==> src/rtl/core/nptd_pkg.sv <==
`timescale 1ns / 1ps
package nptd_pkg;
  localparam int POINT_DEPTH = 4096;
  localparam int IDX_W = $clog2(POINT_DEPTH);
  localparam int CNT_W = IDX_W + 1;
  localparam int COORD_W = 16;
  localparam int SQ_W = 2 * COORD_W;
  localparam int DIST_W = SQ_W + 2;
  localparam int NUM_W = 2 * DIST_W;
  localparam int FRAC_W = 2 * (COORD_W - 1);
  localparam int DC_W = 8;
  localparam int DCSQ_W = 2 * DC_W;
  localparam int HITP_W = DIST_W + DCSQ_W;
  localparam logic [HITP_W-1:0] ONE = HITP_W'(1) << FRAC_W;
  localparam logic [2:0] ADDR_DIV_COUNT = 3'd0;

  typedef enum logic [1:0] {
    KIND_LOAD  = 2'd0,
    KIND_QUERY = 2'd1,
    KIND_CLEAR = 2'd2,
    KIND_NONE  = 2'd3
  } kind_t;

  typedef struct packed {
    kind_t kind;
    logic [COORD_W-1:0] x;
    logic [COORD_W-1:0] y;
    logic [COORD_W-1:0] z;
  } item_t;
endpackage

==> src/rtl/core/nptd_front.sv <==
`timescale 1ns / 1ps
module nptd_front (
  input  logic clk,
  input  logic rst,
  input  logic start,
  input  logic [1:0] kind,
  input  logic [nptd_pkg::COORD_W-1:0] coord_x,
  input  logic [nptd_pkg::COORD_W-1:0] coord_y,
  input  logic [nptd_pkg::COORD_W-1:0] coord_z,
  output logic busy,
  output logic q_valid,
  output nptd_pkg::item_t q_item,
  input  logic q_pop
);
  nptd_pkg::item_t slots [2];
  logic wr_ptr;
  logic rd_ptr;
  logic [1:0] fill;
  logic push;

  assign busy = (fill == 2'd2);
  assign push = start && !busy;
  assign q_valid = (fill != 2'd0);
  assign q_item = slots[rd_ptr];

  always_ff @(posedge clk) begin
    if (push) begin
      slots[wr_ptr] <= '{kind: nptd_pkg::kind_t'(kind), x: coord_x, y: coord_y, z: coord_z};
    end
  end

  always_ff @(posedge clk) begin
    if (rst) begin
      wr_ptr <= 1'b0;
      rd_ptr <= 1'b0;
      fill <= 2'd0;
    end else begin
      if (push) begin
        wr_ptr <= !wr_ptr;
      end
      if (q_pop) begin
        rd_ptr <= !rd_ptr;
      end
      if (push && !q_pop) begin
        fill <= fill + 2'd1;
      end else if (!push && q_pop) begin
        fill <= fill - 2'd1;
      end
    end
  end
endmodule

==> config.mk <==
export PLATFORM = sky130hd
export DESIGN_NAME = nptd_front
export DESIGN_NICKNAME = d
export VERILOG_FILES = /design/src/rtl/core/nptd_pkg.sv /design/src/rtl/core/nptd_front.sv
export SDC_FILE = /design/constraint.sdc
export NUM_CORES = 1
export LEC_CHECK = 0
export BUFFER_PORTS_ARGS = -buffer_cell sky130_fd_sc_hd__buf_2
export CORE_ASPECT_RATIO = 1.75
export CORE_MARGIN = 1.5
export CORE_UTILIZATION = 46
export CTS_CLUSTER_DIAMETER = 60
export DETAILED_ROUTE_END_ITERATION = 8
export GPL_ROUTABILITY_DRIVEN = 0
export GPL_TIMING_DRIVEN = 0
export PLACE_DENSITY = 0.74
export SLEW_MARGIN = 10
export SYNTH_ARGS = -nofsm -noshare
export SYNTH_HDL_FRONTEND = slang
export SYNTH_SLANG_ARGS = --single-unit
==> constraint.sdc <==
create_clock -name clk -period 2.2 [get_ports clk]
set_clock_uncertainty 0.1 [all_clocks]
set_input_delay 0.44 -clock clk [delete_from_list [all_inputs] [get_ports clk]]
set_output_delay 0.44 -clock clk [all_outputs]
set_load 0.02 [all_outputs]
==> results of run 1 <==
## flip-flops by register name (all words and copies together) (netlist names), named ones only
register,count
wr_ptr,1
rd_ptr,1
fill,2
slots,100
## power groups by stage
stage / Clock [uW] / Combinational, uW / Sequential, uW
after floorplan: 0 / 509 / 2500
after global placement: 0 / 756 / 2510
after detailed placement: 0 / 771 / 2520
after CTS: 1840 / 783 / 2470
after global routing: 1910 / 827 / 2490
final: 1800 / 769 / 2470
## cell usage in the layout, fill, tap and decap left out, types with 2 or more instances in the layout
cell type / n
buf_2: 110
o21ai_0: 2
dfxtp_1: 5
clkbuf_16: 9
nor2_1: 4
mux2_1: 4
xor2_1: 2
or3_1: 2
clkinvlp_4: 2
inv_1: 2
a21oi_1: 2
bufinv_16: 3
mux2_2: 46
edfxtp_1: 100
## worst min-delay path by stage
| stage | slack [ns] | endpoint | startpoint |
|---|---|---|---|
| global placement | 0.37 | wr_ptr | wr_ptr |
| detailed placement | 0.40 | wr_ptr | wr_ptr |
| floorplan | 0.35 | wr_ptr | wr_ptr |
| global route | 0.18 | slots[1][6] | coord_z[6] |
| CTS | 0.18 | slots[1][25] | coord_y[9] |
| finish | 0.19 | slots[0][37] | coord_x[5] |
## critical path, stage by stage (launching register included)
cell and delay (ns):
dfxtp_1 0.30, buf_2 0.14, buf_2 0.27, mux2_2 0.37
buf_2 0.16
## area by class of cell
type	count	area share
timing repair buffer	105	0.109
timing repair inverter	1	0.00156
sequential	105	0.644
multi-input combinational	67	0.140
clock buffer	11	0.0504
inverter	3	0.00312
tap	90	0.0234
clock inverter	5	0.0216
buffer	6	0.00675
## timing repair
| action | 4_1_cts | 5_1_grt |
|---|---|---|
| resized for setup | 1 | 1 |
| endpoints found under the setup margin | 50 | 5 |
| gates cloned | 1 | 0 |
| setup buffers | 0 | 0 |
## kinds of logic (layout without fill, tap and decap cells)
group / count (synthesis) / in the layout
xor+xnor: 3 / 3
flops: 105 / 105
compound gates: 4 / 4
fa+ha+maj: 1 / 1
mux: 50 / 50
buf+inv: 9 / 131
simple gates: 9 / 9
## per-stage QoR
| stage | setup TNS (ns) | utilization | std cells | worst slack, ns | instance area, um^2 |
|---|---|---|---|---|---|
| CTS | 0 | 0.604 | 393 | 0.0120 | 4810 |
| global placement | -11.06 | 0.560 | 376 | -0.197 | 4460 |
| finish | 0 | 0.605 | 393 | 0.0802 | 4820 |
| floorplan | 0 | - | 181 | 0.166 | 3820 |
| detailed placement | -15.84 | 0.560 | 376 | -0.265 | 4460 |
| global route | -0.00628 | 0.605 | 393 | -0.00417 | 4820 |
## routing by layer
metal	share of wire	global-route usage	routed length [um]
met5	0	0	0
met4	0.027	0.0908	180
met3	0.055	0.0456	366
met2	0.56	0.269	3750
met1	0.36	0.158	2400
==> run summary, run 1 <==
Hold-critical path depth = 1
R2R Setup Slk = 0.21 ns
Critical Path RT = 1.66 ns
1st-iter DRT viols = 116
EDFF count, synth = 100
ANT cells = 0
CTS Sinks = 105
Multi-input gate area = 673 um^2
CTS Buf Count = 9
Violated checks = DRC
Commonest cells in the netlist = edfxtp_1, mux2_2, buf_2, dfxtp_1
CTS tree = built
Tmin final = 2.12 ns
Cell Rows = 43
Max-slew headroom = 0.535
NetSw = 1180 uW
Worst reg2reg path endpoint = slots[0][2]
Reg-to-reg startpoint = fill[1]
Number of H-tree levels = 3
Final wirelength = 6690 um
Mean post-synth cell area = 21.1 um^2
Simple logic cell fraction of the synthesized area = 0.0128
Crit-path max FO = 10
Max frequency = 0.472 GHz
Largest net degree at the start of global routing = 51
Combinational share of power = 0.153
Layout cells sized above 1 = 0.584
Leak = 0.00184 uW
Crit. End Element = output port
Async SR Flop Fraction = 0
DR DRC count = 6
Seq. cell area = 0.00310 mm^2
First-pass DRT Iterations = 6
Register clock-pin slew on the reported worst setup and hold paths = 0.07 ns
I/O Buffers = 105
Synth unique cells = 16
Total grt overflow = 0
Final Setup Violations = 0
Top FF cell, synth = edfxtp_1
CTS Hold Bufs = 0
Vias per inst = 5.12
Crit share post-route = 0.964
Synth Instances = 181
Setup crit start kind = register
Synth area leaders = edfxtp_1, mux2_2, dfxtp_1
Synth Area in Adders = 0.00328
Final hold violation count = 0
Synth Area in Compound Gates = 0.00525
Arr. time, crit path = 1.58 ns
Post-Syn Area = 0.00381 mm^2
CTS Root Buffer Type = clkbuf_16
Syn nets = 236
Vias = 2,014
Top cell type by total area after synthesis = edfxtp_1
Clk_lat worst skew = 0.33 ns
Power share of the sequential group = 0.491
Initial core utilization = 0.479
CP Capture Point = q_item[35]
Area growth syn-to-layout = 26.2%
Int Pwr = 3860 uW
Hold WS = 0.191 ns
Clock group share of total power = 0.357
Count leader, synth = edfxtp_1
Die Span Y = 123 um
I/O Pins = 106
Outcome = complete, but fails checks
Sw frac = 0.234
Clock buffer depth = 2
FF+latch count, synth = 105
Die width = 71.8 um
Largest family of logic cells by synthesized area = multiplexers
Fin. max-slew vios = 0
Mux contribution to synthesized area = 0.148
Warnings, synthesis = 0
Power per cell area = 1050 mW/mm^2
Hold Path Class = input port to register
Xor/xnor share of the synthesized area = 0.00689
Layout fillers = 618
DPL Wire Length = 4400 um
Area fraction of the dominant cell type after synthesis = 0.787
Initial antenna violation count = 0
Wire length of the first global-routing pass = 9810 um
Detail Route Antenna Nets = 0
Core area = 0.00796 mm^2
Vias in the first global route = 2,058
Reg2Reg Depth = 3
Layout Nets = 353
Crit Path Class = register to output port
Tot GR Track Use = 0.153
Die Area = 0.00887 mm^2
Max_cap viols = 0
WL/cell = 17.0 um
Sequential cell area fraction in the yosys report = 0.813
Max IR drop VDD = 0.652 mV
Slew @ Worst Pin = 0.698 ns
Tot Pwr = 5040 uW
Power figures use the tool's default switching activity.
==> run 2: changes to the inputs <==
--- a/config.mk
+++ b/config.mk
@@ -6,14 +6,16 @@
 export NUM_CORES = 1
 export LEC_CHECK = 0
 export BUFFER_PORTS_ARGS = -buffer_cell sky130_fd_sc_hd__buf_2
+export CELL_PAD_IN_SITES_DETAIL_PLACEMENT = 2
+export CELL_PAD_IN_SITES_GLOBAL_PLACEMENT = 2
 export CORE_ASPECT_RATIO = 1.75
 export CORE_MARGIN = 1.5
-export CORE_UTILIZATION = 46
+export CORE_UTILIZATION = 34
 export CTS_CLUSTER_DIAMETER = 60
 export DETAILED_ROUTE_END_ITERATION = 8
 export GPL_ROUTABILITY_DRIVEN = 0
 export GPL_TIMING_DRIVEN = 0
-export PLACE_DENSITY = 0.74
+export PLACE_DENSITY = 0.76
 export SLEW_MARGIN = 10
 export SYNTH_ARGS = -nofsm -noshare
 export SYNTH_HDL_FRONTEND = slang
==> run 2 against run 1 <==
The flow now finishes without violations. Die area rose by 34%. Cell area fell by 0.44%. Sequential cell count did not move. Non-clock buffer count did not move. Total power fell by 6.9%. Global-route usage fell by 1.4 points. Core utilization fell by 17 points. Count of clock-buffer cells in the layout fell by 1. Largest power group unchanged.
==> run summary, run 2 (synthesis gave the netlist of run 1 again) <==
Outcome = complete, no violations
Tmin final = 2.11 ns (-0.0129 ns)
TNS Setup = 0 ns (unchanged)
Unrepaired setup endpoints after global routing = false
Total grt overflow = 0 (unchanged)
Fin area = 0.00479 mm^2 (-0.44%)
Max-slew headroom = 0.525 (-0.00986)
CP Cell Sequence = buf_2 > buf_4 > mux2_2 > buf_2
CTS Buf Count = 9 (unchanged)
ANT cells = 0 (unchanged)
Vias = 1,982 (-1.6%)
Reg-to-reg startpoint = fill[1]
1st-iter DRT viols = 60 (-48%)
I/O Pins = 106 (unchanged)
Crit. End Element = output port
Layout fillers = 1,098 (+78%)
Max incr delay on CP = 0.37 ns (about the same)
Most frequent CP cell = buf_2
Detail Route Antenna Nets = 0 (unchanged)
Hold_sp = coord_y[3]
Delay-heaviest family, CP = buffers and inverters
CTS Root Buffer Type = clkbuf_16
Largest net degree at the start of global routing = 51 (unchanged)
Max frequency = 0.475 GHz (+0.61%)
Commonest cells after routing, fill and taps aside = buf_2, edfxtp_1, mux2_2
DR DRC count = 0 (-6)
DPL Wire Length = 5390 um (+23%)
Worst reg2reg path endpoint = slots[0][3]
Final hold violation count = 0 (unchanged)
Most common cell after layout, fill and taps aside = buf_2
First-pass DRT Iterations = 3 (-3)
Fin. max-slew vios = 0 (unchanged)
Vias in the first global route = 2,170 (+5.4%)
CTS Sinks = 105 (unchanged)
Layout Nets = 353 (unchanged)
Slew @ Worst Pin = 0.713 ns (+0.0148 ns)
Tot GR Track Use = 0.138 (-0.0145)
Crit-path max FO = 10 (unchanged)
Placed inst area = 0.00451 mm^2 (+1.2%)
Top reg by flops = slots
Max IR drop VDD = 0.482 mV (-26%)
Clk_lat worst skew = 0.33 ns (about the same)
Number of H-tree levels = 3 (unchanged)
WL/cell = 18.2 um (+7.0%)
Crit share post-route = 0.958 (-0.00585)
Area growth syn-to-layout = 25.7%
Critical Path RT = 1.66 ns (about the same)
Initial core utilization = 0.346 (-0.134)
Die width = 83.1 um (+16%)
Wire length of the first global-routing pass = 12,200 um (+24%)
Reg2Reg Depth = 3 (unchanged)
CTS tree = built
Final wirelength = 7930 um (+18%)
Die Area = 0.0119 mm^2 (+34%)
Vias per inst = 4.56 (-11%)
Register clock-pin slew on the reported worst setup and hold paths = 0.07 ns (about the same)
Power per cell area = 979 mW/mm^2 (-6.4%)
Arr. time, crit path = 1.57 ns (about the same)
Layout cells sized above 1 = 0.578 (-0.00660)
Max reg flops = 100 (unchanged)
Initial antenna violation count = 0 (unchanged)
Cell Rows = 51 (+19%)
Slowest-stage cell, CP = mux2_2
Hold Path Class = input port to register
Final Setup Violations = 0 (unchanged)
Clock buffer depth = 2 (unchanged)
Crit Path Class = register to output port
I/O Buffers = 105 (unchanged)
Die Span Y = 143 um (+16%)
Core area = 0.0110 mm^2 (+39%)
Leak = 0.00180 uW (-2.2%)
R2R Setup Slk = 0.20 ns (about the same)
Setup crit start kind = register
Biggest regs = slots (100), fill (2)
Setup bufs post-CTS = 0 (unchanged)
Max_cap viols = 0 (unchanged)
Hold-critical path depth = 1 (unchanged)
Buf/Inv on CP = 3 (unchanged)
Hold EP = slots[0][19]
==> run 2: changes by cell type in the layout (fill, tap and decap cells not counted) <==
cell and delta:
buf_4 +5, clkinv_1 +2, clkinv_4 -1, clkbuf_4 -1, clkbuf_8 -1, buf_2 -4, clkinv_2 +1, inv_6 +1
bufinv_16 -3, clkinvlp_4 +1
==> run 2: per-stage QoR <==
stage | setup WS, ns | std cells | hold slack [ns] | total power [uW] | utilization
6_report | 0.0930 | 435 | 0.185 | 4690 | 0.434
3_3_place_gp | -0.250 | 418 | 0.376 | 3280 | 0.409
3_5_place_dp | -0.302 | 418 | 0.395 | 3320 | 0.409
4_1_cts | 0.0503 | 435 | 0.170 | 4770 | 0.434
5_1_grt | 0.0121 | 435 | 0.171 | 4890 | 0.434
2_1_floorplan | 0.166 | 181 | 0.352 | 3010 | -
==> run 2: routing by layer <==
layer / vias to the layer above / share of wire / track usage
met3: 8 / 0.039 / 0.0364
met1: 984 / 0.35 / 0.139
met4: 0 / 0.015 / 0.0553
met5: - / 0 / 0
li1: 937 / - / -
met2: 53 / 0.60 / 0.267
==> run 2: layout make-up <==
class                   count  area [um^2]  share of cell area
well taps                 132          165              0.0344
clock buffers              10          229              0.0478
multi-input cells          67          673               0.140
flip-flops and latches    105         3100               0.647
repair buffers            105          526               0.110
clock inverters             6         33.8             0.00705
repair inverters            1         7.51             0.00157
inverters                   3         15.0             0.00313
plain buffers               6         42.5             0.00887
==> run 2: what timing repair did <==
action / 4_1_cts / 5_1_grt
resized for setup: 7 / 0
setup endpoints to repair: 104 / 0
hold buffers: 0 / 0
==> run 2: worst reg2reg max path, stage by stage (launching register included) <==
cell and delay, ns:
dfxtp_1 0.36, nor2b_2 0.21, or3_1 0.27, clkinvlp_4 0.61
==> run 2: worst max-delay path by stage <==
stage	startpoint	end	slack [ns]	cells after the start
after floorplan	fill[1]	slots[0][0]	0.17	3
after global placement	start	slots[0][28]	-0.25	4
after detailed placement	start	slots[0][28]	-0.30	4
after CTS	register	q_item[13]	0.05	4
after global routing	register	q_item[13]	0.01	4
final	register	q_item[13]	0.09	4
==> run 2: power by group <==
group,switching [uW],total (uW),internal (uW)
combinational,496,792,297
clock,666,1430,760
sequential,51.2,2470,2420
